<file path="config.mk">
export PLATFORM = sky130hd
export DESIGN_NAME = columnar_transposition_encrypt_top
export DESIGN_NICKNAME = d
export VERILOG_FILES = /design/src/cte_pkg.sv /design/src/columnar_transposition_encrypt_top.sv /design/src/cte_grid_ram.sv /design/src/cte_out_queue.sv /design/src/cte_ctrl.sv
export SDC_FILE = /design/constraint.sdc
export NUM_CORES = 1
export LEC_CHECK = 0
export BUFFER_PORTS_ARGS = -buffer_cell sky130_fd_sc_hd__buf_2
export CAP_MARGIN = 20
export CORE_MARGIN = 4
export CORE_UTILIZATION = 51
export DETAILED_ROUTE_END_ITERATION = 7
export GPL_TIMING_DRIVEN = 0
export PLACE_DENSITY = 0.67
export SLEW_MARGIN = 20
export SYNTH_ARGS = -nofsm -noshare
export SYNTH_HDL_FRONTEND = slang
export SYNTH_HIERARCHICAL = 1
export SYNTH_SLANG_ARGS = --single-unit
</file>
<file path="constraint.sdc">
create_clock -name clk -period 5.2 [get_ports clk]
set_input_delay 0.26 -clock clk [delete_from_list [all_inputs] [get_ports clk]]
set_output_delay 0.26 -clock clk [all_outputs]
set_load 0.01 [all_outputs]
</file>
<file path="src/cte_pkg.sv">
// Package for the columnar transposition encryptor.
// Holds the channel payload types, the controller state type and fixed constants.
// No dependencies.
package cte_pkg;

    // Fixed field and register widths.
    localparam int CH_W          = 8;
    localparam int KEY_LEN_W     = 4;
    localparam int KEY_ORDER_W   = 24;
    localparam int COL_W         = 3;
    localparam int KEY_POSITIONS = 8;
    localparam int CFG_DATA_W    = 24;
    localparam int CFG_INDEX_W   = 1;

    // Configuration register indexes.
    localparam logic [CFG_INDEX_W-1:0] REG_KEY_LEN   = 1'b0;
    localparam logic [CFG_INDEX_W-1:0] REG_KEY_ORDER = 1'b1;

    // Reset value of the key length register.
    localparam logic [KEY_LEN_W-1:0] KEY_LEN_RESET = 4'd1;

    // Input item.
    typedef struct packed {
        logic [CH_W-1:0] ch;
        logic            last;
    } cte_in_t;

    // Result item.
    typedef struct packed {
        logic [CH_W-1:0] out_ch;
        logic            out_last;
        logic            overflow;
    } cte_out_t;

    // Flags that travel alongside a buffer read.
    typedef struct packed {
        logic out_last;
        logic overflow;
    } cte_tag_t;

    // Controller states.
    typedef enum logic [1:0] {
        ST_LOAD,
        ST_SCAN,
        ST_EMIT
    } cte_state_t;

endpackage

</file>
<file path="src/columnar_transposition_encrypt_top.sv">
// Top level of the columnar transposition encryptor.
// Depends on cte_pkg, cte_ctrl, cte_grid_ram and cte_out_queue.
//
//  Channel   Handshake                    Payload
//  input     valid / ready                data   (cte_in_t: ch, last)
//  output    result_valid / result_ready  result (cte_out_t: out_ch, out_last, overflow)
//  config    cfg_write                    cfg_index, cfg_data
//
// Plaintext bytes load one per cycle into the buffer RAM while the controller is loading.
// After the last byte, a scan over the key positions precedes the read-out;
// the read-out then reads one buffer cell per emitted byte through the single RAM read
// port and skips key positions that name no filled column, so input stalls for the scan
// plus the read-out; with no filled column only the scan runs.
// Output stalls hold the read-out through a two-entry queue; reset is asynchronous, active low.
module columnar_transposition_encrypt_top
    import cte_pkg::*;
#(
    parameter int MAX_SIDE = 8
) (
    input  logic                   clk,
    input  logic                   rst_n,
    input  logic                   cfg_write,
    input  logic [CFG_INDEX_W-1:0] cfg_index,
    input  logic [CFG_DATA_W-1:0]  cfg_data,
    input  logic                   valid,
    output logic                   ready,
    input  cte_in_t                data,
    output logic                   result_valid,
    input  logic                   result_ready,
    output cte_out_t               result
);

    localparam int AW = $clog2(MAX_SIDE * MAX_SIDE);

    logic            wr_en;
    logic [AW-1:0]   wr_addr;
    logic [CH_W-1:0] wr_data;
    logic            rd_en;
    logic [AW-1:0]   rd_addr;
    logic [CH_W-1:0] rd_data;
    logic            push;
    cte_tag_t        push_tag;
    cte_out_t        push_item;
    logic [1:0]      q_level;
    logic            q_pop;

    assign q_pop = result_valid && result_ready;

    // Sequencer for loading and read-out.
    cte_ctrl #(
        .MAX_SIDE (MAX_SIDE)
    ) u_ctrl (
        .clk       (clk),
        .rst_n     (rst_n),
        .cfg_write (cfg_write),
        .cfg_index (cfg_index),
        .cfg_data  (cfg_data),
        .in_valid  (valid),
        .in_ready  (ready),
        .in_item   (data),
        .wr_en     (wr_en),
        .wr_addr   (wr_addr),
        .wr_data   (wr_data),
        .rd_en     (rd_en),
        .rd_addr   (rd_addr),
        .push      (push),
        .push_tag  (push_tag),
        .q_level   (q_level),
        .q_pop     (q_pop)
    );

    // Message buffer.
    cte_grid_ram #(
        .MAX_SIDE (MAX_SIDE)
    ) u_grid (
        .clk     (clk),
        .wr_en   (wr_en),
        .wr_addr (wr_addr),
        .wr_data (wr_data),
        .rd_en   (rd_en),
        .rd_addr (rd_addr),
        .rd_data (rd_data)
    );

    // Join returning data with its flags.
    always_comb
    begin
        push_item.out_ch   = rd_data;
        push_item.out_last = push_tag.out_last;
        push_item.overflow = push_tag.overflow;
    end

    // Result queue toward the output channel.
    cte_out_queue u_queue (
        .clk          (clk),
        .rst_n        (rst_n),
        .push         (push),
        .push_item    (push_item),
        .result       (result),
        .result_valid (result_valid),
        .result_ready (result_ready),
        .level        (q_level)
    );

endmodule

</file>
<file path="src/cte_grid_ram.sv">
// Square message buffer: one write port and one read port with registered read data.
// Depends on cte_pkg for the byte width.
module cte_grid_ram
    import cte_pkg::*;
#(
    parameter int MAX_SIDE = 8
) (
    input  logic                                   clk,
    input  logic                                   wr_en,
    input  logic [$clog2(MAX_SIDE*MAX_SIDE)-1:0]   wr_addr,
    input  logic [CH_W-1:0]                        wr_data,
    input  logic                                   rd_en,
    input  logic [$clog2(MAX_SIDE*MAX_SIDE)-1:0]   rd_addr,
    output logic [CH_W-1:0]                        rd_data
);

    localparam int DEPTH = MAX_SIDE * MAX_SIDE;

    logic [CH_W-1:0] mem [DEPTH];
    logic [CH_W-1:0] rd_data_reg;

    // Write port.
    always_ff @(posedge clk)
    begin
        if (wr_en)
        begin
            mem[wr_addr] <= wr_data;
        end
    end

    // Read port; read data are registered and appear in the cycle after rd_en.
    always_ff @(posedge clk)
    begin
        if (rd_en)
        begin
            rd_data_reg <= mem[rd_addr];
        end
    end

    assign rd_data = rd_data_reg;

endmodule

</file>
<file path="src/cte_out_queue.sv">
// Two-entry result queue that decouples buffer reads from the output handshake.
// Depends on cte_pkg for the result type.
module cte_out_queue
    import cte_pkg::*;
(
    input  logic      clk,
    input  logic      rst_n,
    input  logic      push,
    input  cte_out_t  push_item,
    output cte_out_t  result,
    output logic      result_valid,
    input  logic      result_ready,
    output logic [1:0] level
);

    cte_out_t   slot_reg [2];
    logic       wr_ptr_reg;
    logic       wr_ptr_next;
    logic       rd_ptr_reg;
    logic       rd_ptr_next;
    logic [1:0] count_reg;
    logic [1:0] count_next;
    logic       pop;

    assign result_valid = (count_reg != 2'd0);
    assign pop          = result_valid && result_ready;
    assign result       = slot_reg[rd_ptr_reg];
    assign level        = count_reg;

    // Pointer and occupancy update.
    always_comb
    begin
        wr_ptr_next = push ? ~wr_ptr_reg : wr_ptr_reg;
        rd_ptr_next = pop ? ~rd_ptr_reg : rd_ptr_reg;
        count_next  = count_reg + {1'b0, push} - {1'b0, pop};
    end

    always_ff @(posedge clk or negedge rst_n)
    begin
        if (!rst_n)
        begin
            wr_ptr_reg <= 1'b0;
            rd_ptr_reg <= 1'b0;
            count_reg  <= 2'd0;
        end
        else
        begin
            wr_ptr_reg <= wr_ptr_next;
            rd_ptr_reg <= rd_ptr_next;
            count_reg  <= count_next;
        end
    end

    // Payload storage.
    always_ff @(posedge clk)
    begin
        if (push)
        begin
            slot_reg[wr_ptr_reg] <= push_item;
        end
    end

endmodule

</file>
<file path="src/cte_ctrl.sv">
// Controller: configuration registers, message loading and the column read-out walk.
// Depends on cte_pkg for types, widths and register indexes.
module cte_ctrl
    import cte_pkg::*;
#(
    parameter int MAX_SIDE = 8
) (
    input  logic                                  clk,
    input  logic                                  rst_n,
    input  logic                                  cfg_write,
    input  logic [CFG_INDEX_W-1:0]                cfg_index,
    input  logic [CFG_DATA_W-1:0]                 cfg_data,
    input  logic                                  in_valid,
    output logic                                  in_ready,
    input  cte_in_t                               in_item,
    output logic                                  wr_en,
    output logic [$clog2(MAX_SIDE*MAX_SIDE)-1:0]  wr_addr,
    output logic [CH_W-1:0]                       wr_data,
    output logic                                  rd_en,
    output logic [$clog2(MAX_SIDE*MAX_SIDE)-1:0]  rd_addr,
    output logic                                  push,
    output cte_tag_t                              push_tag,
    input  logic [1:0]                            q_level,
    input  logic                                  q_pop
);

    localparam int AW   = $clog2(MAX_SIDE * MAX_SIDE);
    localparam int CNTW = $clog2(MAX_SIDE * MAX_SIDE + 1);
    localparam int SW   = $clog2(MAX_SIDE + 1);
    localparam int PW   = $clog2(MAX_SIDE);

    // Column named by a key position; positions past the key field name column 0.
    function automatic logic [COL_W-1:0] col_of(input logic [PW-1:0] p,
                                                input logic [KEY_ORDER_W-1:0] ko);
        logic [COL_W-1:0] c;
        c = '0;
        for (int k = 0; k < KEY_POSITIONS; k++)
        begin
            if (32'(p) == k)
            begin
                c = ko[k*COL_W +: COL_W];
            end
        end
        return c;
    endfunction

    logic [KEY_LEN_W-1:0]   key_len_reg;
    logic [KEY_ORDER_W-1:0] key_order_reg;
    cte_state_t             state_reg, state_next;
    logic [CNTW-1:0]        cnt_reg, cnt_next;
    logic                   flag_reg, flag_next;
    logic [PW-1:0]          pos_reg, pos_next;
    logic [SW-1:0]          row_reg, row_next;
    logic [CNTW-1:0]        idx_reg, idx_next;
    logic                   found_reg, found_next;
    logic [PW-1:0]          lpos_reg, lpos_next;
    logic                   pend_reg;
    cte_tag_t               tag_reg, tag_next;

    logic [SW-1:0]          side;
    logic [CNTW-1:0]        cells;
    logic [COL_W-1:0]       cur_col;
    logic [COL_W-1:0]       next_col;
    logic                   cur_ok;
    logic                   col_done;
    logic                   pos_last;
    logic                   credit;
    logic                   adv;
    logic                   in_fire;

    // Configuration writes.
    always_ff @(posedge clk or negedge rst_n)
    begin
        if (!rst_n)
        begin
            key_len_reg   <= KEY_LEN_RESET;
            key_order_reg <= '0;
        end
        else if (cfg_write)
        begin
            unique case (cfg_index)
                REG_KEY_LEN:   key_len_reg   <= cfg_data[KEY_LEN_W-1:0];
                REG_KEY_ORDER: key_order_reg <= cfg_data[KEY_ORDER_W-1:0];
                default:       ;
            endcase
        end
    end

    // Effective side of the square, clamped to one through MAX_SIDE.
    always_comb
    begin
        if (key_len_reg == '0)
        begin
            side = SW'(1);
        end
        else if (32'(key_len_reg) > MAX_SIDE)
        begin
            side = SW'(MAX_SIDE);
        end
        else
        begin
            side = SW'(key_len_reg);
        end
        cells = CNTW'(side) * CNTW'(side);
    end

    // Column decode and walk conditions for the current key position.
    assign cur_col  = col_of(pos_reg, key_order_reg);
    assign next_col = col_of(PW'(pos_reg + 1'b1), key_order_reg);
    assign cur_ok   = (32'(cur_col) < 32'(side)) && (32'(cur_col) < 32'(cnt_reg));
    assign col_done = (32'(row_reg) == 32'(side) - 1) ||
                      (32'(idx_reg) + 32'(side) >= 32'(cnt_reg));
    assign pos_last = (32'(pos_reg) == 32'(side) - 1);

    // A read may issue when the queue will have room for its data.
    assign credit = (3'(q_level) + 3'(pend_reg)) < (3'd2 + 3'(q_pop));

    assign in_ready = (state_reg == ST_LOAD);
    assign in_fire  = in_valid && in_ready;

    // Next state, counters and memory requests.
    always_comb
    begin
        state_next = state_reg;
        cnt_next   = cnt_reg;
        flag_next  = flag_reg;
        pos_next   = pos_reg;
        row_next   = row_reg;
        idx_next   = idx_reg;
        found_next = found_reg;
        lpos_next  = lpos_reg;
        tag_next   = tag_reg;
        wr_en      = 1'b0;
        wr_addr    = cnt_reg[AW-1:0];
        wr_data    = in_item.ch;
        rd_en      = 1'b0;
        rd_addr    = idx_reg[AW-1:0];
        adv        = 1'b0;

        unique case (state_reg)
            ST_LOAD:
            begin
                if (in_fire)
                begin
                    if (cnt_reg < cells)
                    begin
                        wr_en    = 1'b1;
                        cnt_next = cnt_reg + 1'b1;
                    end
                    else
                    begin
                        flag_next = 1'b1;
                    end
                    if (in_item.last)
                    begin
                        state_next = ST_SCAN;
                        pos_next   = '0;
                        found_next = 1'b0;
                    end
                end
            end

            // Find the last key position that names a filled column.
            ST_SCAN:
            begin
                if (cur_ok)
                begin
                    found_next = 1'b1;
                    lpos_next  = pos_reg;
                end
                if (pos_last)
                begin
                    if (found_reg || cur_ok)
                    begin
                        state_next = ST_EMIT;
                        pos_next   = '0;
                        row_next   = '0;
                        idx_next   = CNTW'(col_of('0, key_order_reg));
                    end
                    else
                    begin
                        state_next = ST_LOAD;
                        cnt_next   = '0;
                        flag_next  = 1'b0;
                    end
                end
                else
                begin
                    pos_next = PW'(pos_reg + 1'b1);
                end
            end

            // Walk each named column from the top, one cell per read.
            ST_EMIT:
            begin
                if (!cur_ok)
                begin
                    adv = 1'b1;
                end
                else if (credit)
                begin
                    rd_en             = 1'b1;
                    tag_next.out_last = (pos_reg == lpos_reg) && col_done;
                    tag_next.overflow = flag_reg;
                    if (col_done)
                    begin
                        adv = 1'b1;
                    end
                    else
                    begin
                        row_next = row_reg + 1'b1;
                        idx_next = idx_reg + CNTW'(side);
                    end
                end
                if (adv)
                begin
                    if (pos_last)
                    begin
                        state_next = ST_LOAD;
                        cnt_next   = '0;
                        flag_next  = 1'b0;
                    end
                    else
                    begin
                        pos_next = PW'(pos_reg + 1'b1);
                        row_next = '0;
                        idx_next = CNTW'(next_col);
                    end
                end
            end

            default:
            begin
                state_next = ST_LOAD;
            end
        endcase
    end

    // Control registers.
    always_ff @(posedge clk or negedge rst_n)
    begin
        if (!rst_n)
        begin
            state_reg <= ST_LOAD;
            cnt_reg   <= '0;
            flag_reg  <= 1'b0;
            pos_reg   <= '0;
            row_reg   <= '0;
            idx_reg   <= '0;
            found_reg <= 1'b0;
            lpos_reg  <= '0;
            pend_reg  <= 1'b0;
        end
        else
        begin
            state_reg <= state_next;
            cnt_reg   <= cnt_next;
            flag_reg  <= flag_next;
            pos_reg   <= pos_next;
            row_reg   <= row_next;
            idx_reg   <= idx_next;
            found_reg <= found_next;
            lpos_reg  <= lpos_next;
            pend_reg  <= rd_en;
        end
    end

    // Flags of the read in flight, aligned with the returning data.
    always_ff @(posedge clk)
    begin
        tag_reg <= tag_next;
    end

    assign push     = pend_reg;
    assign push_tag = tag_reg;

endmodule
</file>
==> results.yml <==
status:
  outcome: "finished, violations left"
  violations: "setup timing"
worst_setup_path:
  cpMostUsedCell: "ha_1"
  reg2reg_depth: 14
  path_cells: "buf_2 > nand2b_1 > inv_1 > ha_1 > fa_1 > a21o_1 > a21oi_1 > xor2_1 > ha_1 > o41ai_2 > nand2_1 > nor2_4 > nand3_1 > nor2_2"
  setup.worst_path.class: "flip-flop to flip-flop"
  crit_slowest_cell: "nor2_2"
  crit_required_ns: 5.45
  arrival_ns: 5.49
  end_kind: "flip-flop"
  cp-start-kind: "flip-flop"
  cp_max_fo: 10
  max_stage_delay_ns: 0.76
clocking:
  numCtsBuffers: 59
  cts.clk_slew.worst_paths_ns: 0.06
  cts_buffer_depth: 3
  cts_tree: "yes"
  cts_sinks: 603
  worstSkewPairLatency_ns: 0.62
  htree_levels: 2
  clock-root-buffer: "clkbuf_16"
yosys:
  synth_xor_area_share_pct: 0.6471
  synth_seq_area_share_pct: 69.23
  synth-simple-area-share_pct: 5.220
  synth_edf_count: 542
  synth-compound-area-share_pct: 5.240
  synth_seq_cells: 603
  synth.area.mux_share_pct: 14.83
  synth.distinct_cells: 83
  synth_adder_area_share_pct: 2.199
  ys_warn_count: 6
  synth_area_um2: 25720
  postSynthCellCount: 1465
  synth_top_family_by_area: "multiplexers"
  synth-main-ff-cell: "edfxtp_1"
  synth_area_per_cell_um2: 17.55
  async_flop_share_pct: 10.12
placement:
  place_congestion: 0.9341
  dp_cells: 2183
  post-dp-hpwl_um: 40150
  placed_area_um2: 26810
  port_buffers: 42
final_layout:
  drive_gt1_share_pct: 28.30
  final_area_um2: 29500
  nNetsFinal: 1685
  syn2layout_area_growth_pct: 14.73
  largest_reg_flops: 512
  final_common_cell: "edfxtp_1"
  layout.cells.non_filler: 2323
  n_fill_cell: 3752
  layout_common_cells: "542 x edfxtp_1, 127 x mux4_2, 60 x dfrtp_1"
drt:
  firstDrtPassIters: 5
  viasPerCell: 6.139
  drc: 0
  wire_per_inst_um: 26.36
  drt_iter0_markers: 1522
  routed-via-count: 14262
  ant_nets: 0
  wl_um: 61240
floorplanning:
  ioPinCount: 51
  die_area_um2: 54080
  placeableCoreArea_um2: 49970
  fp.dieH_um: 232.6
  fp-row-count: 82
  start_util_pct: 51.47
  die_w_um: 232.6
sta:
  tns_ns: -0.3788
  fmax_ghz: 0.1907
  drv_slew: 0
  timing.slew.headroom_pct: 30.51
  skew_ns: 0.02125
  whs_ns: 0.08250
  worstMarginPinSlew_ns: 1.042
  hold_violations: 0
  post-route-period-util_pct: 100.8
  fin_ws_ns: -0.04262
  finalCriticalPeriod_ns: 5.243
  setup_viol: 16
  rsz0062_at_grt: "yes"
pwr:
  power_mw: 14.95
  leakage_nw: 9.784
  power_density_nw_per_um2: 506.6
  irDropWorstVdd_uv: 325.5
global_routing:
  grt_usage_pct: 22.99
  grt_remaining_overflow: 0
  antenna_found_initial: 2
  grt_pass1_wl_um: 91550
  grt_start_max_net_pins: 65
  grt_pass1_vias: 14256
hold_path:
  hp-class: "primary input to flip-flop"
  min_path_cells: 5
run:
  maxCapViolCount: 0
cell type report:
type                            count  area [µm²]  share of cell area, %
Antenna cell                        1       2.502               0.008481
Clock buffer                       67        1506                  5.106
Timing Repair Buffer               76       535.5                  1.815
Multi-Input combinational cell    740        7665                  25.98
Buffer                             89       553.0                  1.874
Tap cell                          672       840.8                  2.850
Inverter                           33       123.9                 0.4198
Sequential cell                   603       17800                  60.34
Clock inverter                     42       474.2                  1.607
metal layers:
metal  up-vias  wire (µm)  global-route usage [%]
met2       599      28820                   35.86
met3       128       5401                   4.799
met1      7410      24960                   32.83
li1       6123          -                       -
met4         2       2048                   7.620
met5         -         10                       0
final timing paths:
check	from	to	slack [ns]
hold / removal	valid	u_ctrl/found_reg	0.08
setup / recovery	u_ctrl/key_len_reg[3]	u_grid/mem[17][1]	-0.04
hold reg to reg	u_grid/rd_data[0]	u_queue/slot_reg[0][2]	0.45
min in group asynchronous	rst_n	u_ctrl/key_order_reg[7]	0.27
max in group asynchronous	rst_n	u_ctrl/idx_reg[3]	4.40
setup reg to reg	u_ctrl/key_len_reg[3]	u_grid/mem[17][1]	-0.04
report_power, final:
part	internal (mW)	total [mW]	switching, mW	leakage (nW)
clock	2.57	4.36	1.78	0.964
sequential	5.52	5.70	0.175	5.62
combinational	2.01	4.89	2.88	3.20
synthesized netlist by cell type, types with 5 or more instances:
master / number / area share (%)
a211oi_1: 10 / 0.29
a21o_1: 8 / 0.23
a21oi_1: 27 / 0.53
a221oi_1: 10 / 0.34
a22oi_1: 9 / 0.26
and2_1: 5 / 0.12
buf_1: 6 / 0.088
buf_2: 15 / 0.29
buf_4: 33 / 0.96
buf_6: 5 / 0.22
clkbuf_1: 29 / 0.42
dfrtp_1: 60 / 5.8
edfxtp_1: 542 / 63
ha_1: 42 / 2.0
inv_1: 31 / 0.45
mux2_2: 46 / 2.0
mux2_4: 9 / 0.53
mux2i_1: 30 / 1.2
mux4_2: 127 / 11
nand2_1: 56 / 0.82
nand2b_1: 11 / 0.27
nand3_1: 29 / 0.56
nand3b_1: 6 / 0.18
nor2_1: 109 / 1.6
nor2b_1: 22 / 0.54
nor3_1: 12 / 0.23
o2111ai_1: 5 / 0.17
o21a_1: 5 / 0.15
o21ai_0: 31 / 0.60
o221ai_1: 12 / 0.41
o22ai_1: 8 / 0.19
xnor2_1: 9 / 0.31
xor2_1: 10 / 0.34
through the flow:
stage,setup WS (ns),util (%)
finish,-0.04262,59.05
global route,-0.1491,59.05
CTS,-0.04998,58.59
detailed placement,-0.7096,53.66
global placement,-0.5773,53.58
floorplan,0.5644,-
worst max-delay path, delay by kind of cell, from the launching register on:
family	cells	cell delay (ns)
flip-flops	1	0.41
XOR/XNOR	1	0.09
AO/OA/AOI/OAI	3	0.88
buffers and inverters	2	0.37
adder cells (fa/ha/maj)	3	0.87
AND/OR/NAND/NOR	5	2.23
timing repair:
item	4_1_cts	5_1_grt
hold endpoints to repair	90	0
setup endpoints to repair	506	437
gates cloned	0	0
gates resized for setup	62	58
buffers inserted	2	1
pin swaps	1	1
hold buffers	28	0
cell families (layout without fill, tap and decap cells):
logic type	Yosys count	in the layout
simple gates	282	282
buf+inv	123	307
flops	603	603
xor+xnor	19	19
compound gates	181	181
mux	212	212
fa+ha+maj	44	44
other cells	1	3
Note: power is estimated with default switching activity, not from simulation.
